### src/hw/rtl/npsel_pkg.sv
// ----------------------------------------------------------------------------
// npsel_pkg
// Types and constants shared by the nearest points selector modules.
// ----------------------------------------------------------------------------
package npsel_pkg;

   localparam int COORD_W = 16;
   localparam int DIST_W  = 33;
   localparam int COUNT_W = 4;
   localparam int CSR_IDX_W = 1;

   localparam logic [CSR_IDX_W-1:0] CSR_REF_X = 1'b0;
   localparam logic [CSR_IDX_W-1:0] CSR_REF_Y = 1'b1;

   typedef struct packed {
      logic signed [COORD_W-1:0] point_x;
      logic signed [COORD_W-1:0] point_y;
      logic                      first_of_set;
      logic                      last_of_set;
   } req_type;

   typedef struct packed {
      logic signed [COORD_W-1:0] out_x;
      logic signed [COORD_W-1:0] out_y;
      logic [COUNT_W-1:0]        kept_count;
      logic                      last_out;
   } rsp_type;

   // classified item handed from front to back
   typedef struct packed {
      logic [COORD_W-1:0] px;
      logic [COORD_W-1:0] py;
      logic               first;
      logic               last;
      logic [DIST_W-1:0]  sq_dist;
   } item_type;

   // one kept slot
   typedef struct packed {
      logic [COORD_W-1:0] px;
      logic [COORD_W-1:0] py;
      logic [DIST_W-1:0]  sq_dist;
   } slot_type;

   typedef struct packed {
      logic full;
      logic not_empty;
   } q_status_type;

   typedef enum logic [1:0] {
      BK_IDLE,
      BK_SCAN,
      BK_DECIDE,
      BK_EMIT
   } back_state_type;

endpackage

### src/hw/rtl/npsel_front.sv
// ----------------------------------------------------------------------------
// npsel_front
// Reference registers and squared distance pipeline; pushes items to queue.
// ----------------------------------------------------------------------------
module npsel_front (
   input  logic                              clock,
   input  logic                              reset,
   input  logic                              start,
   output logic                              busy,
   input  npsel_pkg::req_type                req_data,
   input  logic                              csr_we,
   input  logic [npsel_pkg::CSR_IDX_W-1:0]   csr_index,
   input  logic [npsel_pkg::COORD_W-1:0]     csr_wdata,
   input  npsel_pkg::q_status_type           q_status,
   output logic                              push,
   output npsel_pkg::item_type               push_item
);

   logic [npsel_pkg::COORD_W-1:0] ref_x_ff, ref_x_in;
   logic [npsel_pkg::COORD_W-1:0] ref_y_ff, ref_y_in;
   logic                          s1_v_ff, s1_v_in;
   logic                          s2_v_ff, s2_v_in;
   npsel_pkg::req_type            s1_req_ff, s2_req_ff;
   logic [npsel_pkg::COORD_W-1:0] ax_ff, ax_in, ay_ff, ay_in;
   logic [2*npsel_pkg::COORD_W-1:0] sqx_ff, sqx_in, sqy_ff, sqy_in;
   logic [npsel_pkg::COORD_W:0]   dx, dy;
   logic                          accept;

   assign busy   = s1_v_ff | s2_v_ff | q_status.full;
   assign accept = start & ~busy;

   always_comb begin
      ref_x_in = ref_x_ff;
      ref_y_in = ref_y_ff;
      if (csr_we) begin
         unique case (csr_index)
            npsel_pkg::CSR_REF_X: ref_x_in = csr_wdata;
            npsel_pkg::CSR_REF_Y: ref_y_in = csr_wdata;
            default: ;
         endcase
      end
   end

   // 17-bit exact differences, then magnitude (fits 16 bits)
   always_comb begin
      dx    = {req_data.point_x[npsel_pkg::COORD_W-1], req_data.point_x}
              - {ref_x_ff[npsel_pkg::COORD_W-1], ref_x_ff};
      dy    = {req_data.point_y[npsel_pkg::COORD_W-1], req_data.point_y}
              - {ref_y_ff[npsel_pkg::COORD_W-1], ref_y_ff};
      ax_in = dx[npsel_pkg::COORD_W] ? npsel_pkg::COORD_W'(~dx + 1'b1)
                                     : dx[npsel_pkg::COORD_W-1:0];
      ay_in = dy[npsel_pkg::COORD_W] ? npsel_pkg::COORD_W'(~dy + 1'b1)
                                     : dy[npsel_pkg::COORD_W-1:0];
      sqx_in = {{npsel_pkg::COORD_W{1'b0}}, ax_ff} * {{npsel_pkg::COORD_W{1'b0}}, ax_ff};
      sqy_in = {{npsel_pkg::COORD_W{1'b0}}, ay_ff} * {{npsel_pkg::COORD_W{1'b0}}, ay_ff};
      s1_v_in = accept;
      s2_v_in = s1_v_ff;
   end

   always_ff @(posedge clock) begin
      if (reset) begin
         ref_x_ff <= '0;
         ref_y_ff <= '0;
         s1_v_ff  <= 1'b0;
         s2_v_ff  <= 1'b0;
      end else begin
         ref_x_ff <= ref_x_in;
         ref_y_ff <= ref_y_in;
         s1_v_ff  <= s1_v_in;
         s2_v_ff  <= s2_v_in;
      end
   end

   always_ff @(posedge clock) begin
      if (accept) begin
         s1_req_ff <= req_data;
         ax_ff     <= ax_in;
         ay_ff     <= ay_in;
      end
      if (s1_v_ff) begin
         s2_req_ff <= s1_req_ff;
         sqx_ff    <= sqx_in;
         sqy_ff    <= sqy_in;
      end
   end

   assign push              = s2_v_ff;
   assign push_item.px      = s2_req_ff.point_x;
   assign push_item.py      = s2_req_ff.point_y;
   assign push_item.first   = s2_req_ff.first_of_set;
   assign push_item.last    = s2_req_ff.last_of_set;
   assign push_item.sq_dist = {1'b0, sqx_ff} + {1'b0, sqy_ff};

endmodule

### src/hw/rtl/npsel_queue.sv
// ----------------------------------------------------------------------------
// npsel_queue
// Two-entry queue of classified items between front and back.
// ----------------------------------------------------------------------------
module npsel_queue (
   input  logic                    clock,
   input  logic                    reset,
   input  logic                    push,
   input  npsel_pkg::item_type     push_item,
   input  logic                    pop,
   output npsel_pkg::item_type     head_item,
   output npsel_pkg::q_status_type q_status
);

   npsel_pkg::item_type entry_ff [2];
   logic       wr_ptr_ff, wr_ptr_in;
   logic       rd_ptr_ff, rd_ptr_in;
   logic [1:0] count_ff, count_in;

   always_comb begin
      wr_ptr_in = push ? ~wr_ptr_ff : wr_ptr_ff;
      rd_ptr_in = pop  ? ~rd_ptr_ff : rd_ptr_ff;
      count_in  = count_ff + {1'b0, push} - {1'b0, pop};
   end

   always_ff @(posedge clock) begin
      if (reset) begin
         wr_ptr_ff <= 1'b0;
         rd_ptr_ff <= 1'b0;
         count_ff  <= '0;
      end else begin
         wr_ptr_ff <= wr_ptr_in;
         rd_ptr_ff <= rd_ptr_in;
         count_ff  <= count_in;
      end
   end

   always_ff @(posedge clock) begin
      if (push) begin
         entry_ff[wr_ptr_ff] <= push_item;
      end
   end

   assign head_item          = entry_ff[rd_ptr_ff];
   assign q_status.full      = count_ff[1];
   assign q_status.not_empty = (count_ff != 2'd0);

endmodule

### src/hw/rtl/npsel_back.sv
// ----------------------------------------------------------------------------
// npsel_back
// Slot memory, farthest-slot scan, replacement and set emission.
// ----------------------------------------------------------------------------
module npsel_back #(
   parameter int KEEP = 15
) (
   input  logic                    clock,
   input  logic                    reset,
   input  npsel_pkg::q_status_type q_status,
   input  npsel_pkg::item_type     head_item,
   output logic                    pop,
   output logic                    rsp_valid,
   output npsel_pkg::rsp_type      rsp_data
);

   localparam int IDX_W = (KEEP > 1) ? $clog2(KEEP) : 1;
   localparam int CNT_W = $clog2(KEEP + 1);

   npsel_pkg::back_state_type state_ff, state_in;

   npsel_pkg::slot_type mem [KEEP];
   npsel_pkg::slot_type rd_data_ff;
   npsel_pkg::slot_type wr_data;
   logic                wr_en, rd_en;
   logic [IDX_W-1:0]    wr_addr;

   npsel_pkg::item_type cur_ff, cur_in;
   logic [CNT_W-1:0]    fill_ff, fill_in, fill_eff;
   logic [CNT_W-1:0]    cnt_ff, cnt_in;
   logic                rd_v_ff, rd_v_in;
   logic [IDX_W-1:0]    rd_idx_ff;
   logic [npsel_pkg::DIST_W-1:0] best_dist_ff, best_dist_in;
   logic [IDX_W-1:0]    best_idx_ff, best_idx_in;
   logic                out_v_ff, out_v_in;
   logic                out_last_ff, out_last_in;
   logic [npsel_pkg::COUNT_W-1:0] out_count_ff;
   logic [CNT_W+npsel_pkg::COUNT_W-1:0] fill_ext;
   logic                scan_done, emit_end, has_room;

   assign fill_eff  = head_item.first ? '0 : fill_ff;
   assign has_room  = (fill_eff < CNT_W'(KEEP));
   assign scan_done = rd_v_ff && (rd_idx_ff == IDX_W'(KEEP - 1));
   assign emit_end  = (cnt_ff == fill_ff - CNT_W'(1));
   assign fill_ext  = {{npsel_pkg::COUNT_W{1'b0}}, fill_ff};

   // next state
   always_comb begin
      state_in = state_ff;
      unique case (state_ff)
         npsel_pkg::BK_IDLE: begin
            if (q_status.not_empty) begin
               if (!has_room) begin
                  state_in = npsel_pkg::BK_SCAN;
               end else if (head_item.last) begin
                  state_in = npsel_pkg::BK_EMIT;
               end
            end
         end
         npsel_pkg::BK_SCAN: begin
            if (scan_done) begin
               state_in = npsel_pkg::BK_DECIDE;
            end
         end
         npsel_pkg::BK_DECIDE: begin
            state_in = cur_ff.last ? npsel_pkg::BK_EMIT : npsel_pkg::BK_IDLE;
         end
         npsel_pkg::BK_EMIT: begin
            if (emit_end) begin
               state_in = npsel_pkg::BK_IDLE;
            end
         end
         default: state_in = npsel_pkg::BK_IDLE;
      endcase
   end

   // datapath and outputs
   always_comb begin
      pop          = 1'b0;
      cur_in       = cur_ff;
      fill_in      = fill_ff;
      cnt_in       = cnt_ff;
      rd_en        = 1'b0;
      rd_v_in      = 1'b0;
      best_dist_in = best_dist_ff;
      best_idx_in  = best_idx_ff;
      wr_en        = 1'b0;
      wr_addr      = '0;
      wr_data      = '0;
      out_v_in     = 1'b0;
      out_last_in  = 1'b0;
      unique case (state_ff)
         npsel_pkg::BK_IDLE: begin
            cnt_in = '0;
            if (q_status.not_empty) begin
               pop    = 1'b1;
               cur_in = head_item;
               if (has_room) begin
                  wr_en           = 1'b1;
                  wr_addr         = fill_eff[IDX_W-1:0];
                  wr_data.px      = head_item.px;
                  wr_data.py      = head_item.py;
                  wr_data.sq_dist = head_item.sq_dist;
                  fill_in         = fill_eff + CNT_W'(1);
               end
            end
         end
         npsel_pkg::BK_SCAN: begin
            if (cnt_ff < CNT_W'(KEEP)) begin
               rd_en   = 1'b1;
               rd_v_in = 1'b1;
               cnt_in  = cnt_ff + CNT_W'(1);
            end
            // strict compare keeps the lowest slot among equals
            if (rd_v_ff && ((rd_idx_ff == '0) || (rd_data_ff.sq_dist > best_dist_ff))) begin
               best_dist_in = rd_data_ff.sq_dist;
               best_idx_in  = rd_idx_ff;
            end
         end
         npsel_pkg::BK_DECIDE: begin
            cnt_in = '0;
            if (cur_ff.sq_dist < best_dist_ff) begin
               wr_en           = 1'b1;
               wr_addr         = best_idx_ff;
               wr_data.px      = cur_ff.px;
               wr_data.py      = cur_ff.py;
               wr_data.sq_dist = cur_ff.sq_dist;
            end
         end
         npsel_pkg::BK_EMIT: begin
            rd_en       = 1'b1;
            cnt_in      = cnt_ff + CNT_W'(1);
            out_v_in    = 1'b1;
            out_last_in = emit_end;
         end
         default: ;
      endcase
   end

   always_ff @(posedge clock) begin
      if (reset) begin
         state_ff <= npsel_pkg::BK_IDLE;
         fill_ff  <= '0;
         rd_v_ff  <= 1'b0;
         out_v_ff <= 1'b0;
      end else begin
         state_ff <= state_in;
         fill_ff  <= fill_in;
         rd_v_ff  <= rd_v_in;
         out_v_ff <= out_v_in;
      end
   end

   always_ff @(posedge clock) begin
      cur_ff       <= cur_in;
      cnt_ff       <= cnt_in;
      best_dist_ff <= best_dist_in;
      best_idx_ff  <= best_idx_in;
      out_last_ff  <= out_last_in;
      out_count_ff <= fill_ext[npsel_pkg::COUNT_W-1:0];
      if (rd_en) begin
         rd_idx_ff <= cnt_ff[IDX_W-1:0];
      end
   end

   // slot memory: one write port, one registered read port
   always_ff @(posedge clock) begin
      if (wr_en) begin
         mem[wr_addr] <= wr_data;
      end
      if (rd_en) begin
         rd_data_ff <= mem[cnt_ff[IDX_W-1:0]];
      end
   end

   assign rsp_valid           = out_v_ff;
   assign rsp_data.out_x      = rd_data_ff.px;
   assign rsp_data.out_y      = rd_data_ff.py;
   assign rsp_data.kept_count = out_count_ff;
   assign rsp_data.last_out   = out_last_ff;

endmodule

### src/hw/rtl/nearest_points_selector_top.sv
// ----------------------------------------------------------------------------
// nearest_points_selector_top
// Keeps the KEEP points of a streamed set nearest a reference point and
// emits them in slot order on the last point of the set.
// ----------------------------------------------------------------------------
//  Channel   Ports                            Handshake
//  request   start, busy, req_data            taken when start & !busy
//  response  rsp_valid, rsp_data              one cycle per transaction
//  config    csr_we, csr_index, csr_wdata     written when csr_we
//
// Front: a request transaction passes difference, square and sum, the first two
// registered and the sum combinational; busy stays high meanwhile and while the
// two-entry queue is full. Back: a point that finds a free slot is written from
// idle; with the set full the slot memory is read one slot per cycle for the
// farthest slot, which the point replaces if nearer. Emission is in slot order.
// Reset is synchronous and empties queue and set; the slot memory is not
// cleared. Responses cannot be held off and leave at one per cycle.
// ----------------------------------------------------------------------------
module nearest_points_selector_top #(
   parameter int KEEP = 15
) (
   input  logic                              clock,
   input  logic                              reset,
   input  logic                              start,
   output logic                              busy,
   input  npsel_pkg::req_type                req_data,
   output logic                              rsp_valid,
   output npsel_pkg::rsp_type                rsp_data,
   input  logic                              csr_we,
   input  logic [npsel_pkg::CSR_IDX_W-1:0]   csr_index,
   input  logic [npsel_pkg::COORD_W-1:0]     csr_wdata
);

   npsel_pkg::q_status_type q_status;
   npsel_pkg::item_type     push_item;
   npsel_pkg::item_type     head_item;
   logic                    push;
   logic                    pop;

   // front: reference registers and distance pipeline
   npsel_front u_front (
      .clock     (clock),
      .reset     (reset),
      .start     (start),
      .busy      (busy),
      .req_data  (req_data),
      .csr_we    (csr_we),
      .csr_index (csr_index),
      .csr_wdata (csr_wdata),
      .q_status  (q_status),
      .push      (push),
      .push_item (push_item)
   );

   // decoupling queue
   npsel_queue u_queue (
      .clock     (clock),
      .reset     (reset),
      .push      (push),
      .push_item (push_item),
      .pop       (pop),
      .head_item (head_item),
      .q_status  (q_status)
   );

   // back: slot store, replacement and emission
   npsel_back #(
      .KEEP (KEEP)
   ) u_back (
      .clock     (clock),
      .reset     (reset),
      .q_status  (q_status),
      .head_item (head_item),
      .pop       (pop),
      .rsp_valid (rsp_valid),
      .rsp_data  (rsp_data)
   );

endmodule
### config.mk
export PLATFORM = sky130hd
export DESIGN_NAME = nearest_points_selector_top
export DESIGN_NICKNAME = d
export VERILOG_FILES = /design/src/hw/rtl/npsel_pkg.sv /design/src/hw/rtl/npsel_front.sv /design/src/hw/rtl/npsel_queue.sv /design/src/hw/rtl/npsel_back.sv /design/src/hw/rtl/nearest_points_selector_top.sv
export SDC_FILE = /design/constraint.sdc
export NUM_CORES = 2
export LEC_CHECK = 0
export ABC_CLOCK_PERIOD_IN_PS = 15600
export BUFFER_PORTS_ARGS = -buffer_cell sky130_fd_sc_hd__clkbuf_2
export CORE_MARGIN = 8
export CORE_UTILIZATION = 60
export DETAILED_ROUTE_END_ITERATION = 16
export PLACE_DENSITY_LB_ADDON = 0.2
export SYNTH_ARGS = -nofsm -noshare
export SYNTH_HDL_FRONTEND = slang
export SYNTH_HIERARCHICAL = 1
export SYNTH_SLANG_ARGS = --single-unit
### constraint.sdc
create_clock -name clock -period 15.6 [get_ports clock]
set_clock_uncertainty 0.15 [all_clocks]
set_input_delay 2.34 -clock clock [delete_from_list [all_inputs] [get_ports clock]]
set_output_delay 2.34 -clock clock [all_outputs]
set_load 0.01 [all_outputs]
==> impl_metrics.yaml <==
status:
  run_status: "finished, final reports clean"
global_routing:
  grt_pass1_wl_um: 249000
  gr-total-overflow: 0
  antenna_found_initial: 1
  grt_pass1_vias: 41200
  grt.total_usage: 0.241
  grt_max_degree: 182
critical_path:
  cp_data_required_time_ps: 15930
  critPathMaxFanout: 17
  crit_family: "adder cells"
  regToRegSetupSlack_ps: 8470
  critPathCaptureType: "flop"
  cp.buffers_inverters: 6
  critical-path-slowest-cell: "edfxtp_1"
  cp_slowest_stage_delay_ps: 740
  worst-endpoint-arrival_ps: 7460
  worstPathCellList: "and2_1 > inv_1 > fa_1 > inv_1 > fa_1 > inv_1 > fa_1 > inv_1 > fa_1 > fa_1 > inv_1 > fa_1 > inv_1 > ha_1 > and3_1 > nand2_1 > nor4b_1 > nor4_1 > nor3_1 > a311o_1 > a21oi_1 > o41ai_1 > xor2_1"
  start_kind: "flop"
  critPathKind: "reg2reg"
logic_synthesis:
  yosys_register_bits: 1499
  ys.flop_type: "edfxtp_1"
  synthArstFlopShare: 0
  yosys-top-cells-area: "edfxtp_1, fa_1, mux4_2"
  synth.avg_cell_area_um2: 15.4
  synth_edf_count: 1447
  synth_top_area_frac: 0.583
  yosysUniqueCellTypes: 90
  synth_seq_area_share: 0.597
  yosysTopAreaCell: "edfxtp_1"
  syn_nets: 5554
  yosys_warnings: 6
  netlist_instances: 4836
  netlist_area_um2: 74500
clocking:
  ctsHoldBuffers: 0
  cts_setup_buffers: 0
  cts_buffer_depth: 3
  cts_sinks: 1499
  clkTransAtPathRegs_ps: 60
  cts_max_level: 4
  cts_buffers: 149
  cts_resized: 0
  clock-root-buffer: "clkbuf_16"
  clkLatencyLatePin_ps: 760
  cts_tree: "built"
sta:
  fin_crit_ps: 7130
  finalHoldViolations: 0
  setup_violations: 0
  period_share: 0.457
  tns_ps: 0
  fmax_mhz: 140
  slew_headroom: 0.227
  worst_slew_pin_slew_ps: 1160
  maxSlewViolCount: 0
  rsz0062_at_grt: "false"
routing:
  via_per_inst: 5.98
  wl_per_cell_um: 24.4
  drt_iter0_drc: 3816
  via_count: 40000
  drc: 0
  dr.pass1.iters: 5
  wl_um: 163000
  ant_nets: 0
cells_and_area:
  final_layout_size_suffix_gt1_frac: 0.146
  area.growth.synth_to_final_pct: 9.22
  mostFrequentLayoutCell: "edfxtp_1"
  n_antenna_cell: 0
  final_cell_mix: "edfxtp_1, inv_1, ha_1"
  final_nets: 5650
die:
  coreArea_um2: 123000
  die_area_um2: 136000
  die_h_um: 368
  io_pins: 94
  fp-row-count: 129
  initial_utilization: 0.604
  die-width_um: 368
placement:
  port_buffers: 93
  dp_hpwl_um: 104000
  routabilityCongestion: 0.906
job:
  drv_cap: 0
worst_hold_path:
  hold_class: "reg2reg"
[layout make-up]
type                            count  area, um2
Inverter                          618       2320
Tap cell                         1637       2050
Multi-Input combinational cell   2520      26900
Clock buffer                      187       3960
Timing Repair Buffer              144        873
Fill cell                        8413      42100
Sequential cell                  1499      44500
Clock inverter                     87        852
[cells in the mapped netlist, types with 63 or more instances]
library cell and number:
a21o_1 63, a22o_1 65, fa_1 326, mux2i_1 67
mux4_2 260, clkbuf_1 92, and2_1 90, inv_1 618
nand2_1 331, ha_1 337, nor2_1 146, a21oi_1 146
edfxtp_1 1447, xnor2_1 105, o21ai_0 138
[final timing paths]
path / endpoint / start / cells past startpoint
setup / recovery: u_front/sqx_ff[29] / u_front/ax_ff[5] / 23
hold / removal: u_front/push_item[54] / u_front/s1_req_ff[21] / 0
setup reg to reg: u_front/sqx_ff[29] / u_front/ax_ff[5] / 23
hold reg to reg: u_front/push_item[54] / u_front/s1_req_ff[21] / 0
[state kept, by name, indices dropped and copies added (netlist names), 2 cells and up, named ones only]
name / cells
u_front/ref_x_ff: 16
u_back/rd_idx_ff: 4
u_back/mem: 975
u_front/s1_req_ff: 34
u_front/sqy_ff: 31
u_queue/entry_ff: 134
u_queue/count_ff: 2
u_front/sqx_ff: 31
u_front/ax_ff: 16
u_back/best_dist_ff: 33
u_back/cur_ff: 66
u_back/out_count_ff: 4
u_back/best_idx_ff: 4
u_front/ay_ff: 16
u_front/push_item: 34
u_back/state_ff: 2
u_back/rd_data_ff: 33
u_front/ref_y_ff: 16
u_back/rsp_data: 32
u_back/cnt_ff: 4
u_back/fill_ff: 4
[through the flow]
step	worst slack [ps]	hold slack, ps	util	cells	area [um2]
finish	8470	268	0.659	6692	81400
global route	8050	275	0.659	6692	81400
global placement	8690	254	0.620	6418	76600
floorplan	8960	176	-	4836	74500
CTS	8500	268	0.659	6692	81400
detailed placement	8500	255	0.620	6418	76600
[per-layer routing]
metal  vias up  track usage  part of all wire
li1      17800            -                 -
met1     20600        0.325              0.41
met2      1414        0.408              0.50
met3       240       0.0395             0.068
met4         2       0.0692             0.027
met5         -            0          0.000061
[cells by family after synthesis]
family | count (synthesis) | share of synthesized area
flops | 1499 | 0.597
buf+inv | 817 | 0.0447
simple gates | 751 | 0.0474
fa+ha+maj | 663 | 0.144
compound gates | 557 | 0.0492
mux | 398 | 0.0998
xor+xnor | 151 | 0.0179
Power is left out: the tool's default activity adds up to more than one toggle a clock period on the data nets, which glitch-free logic cannot reach.
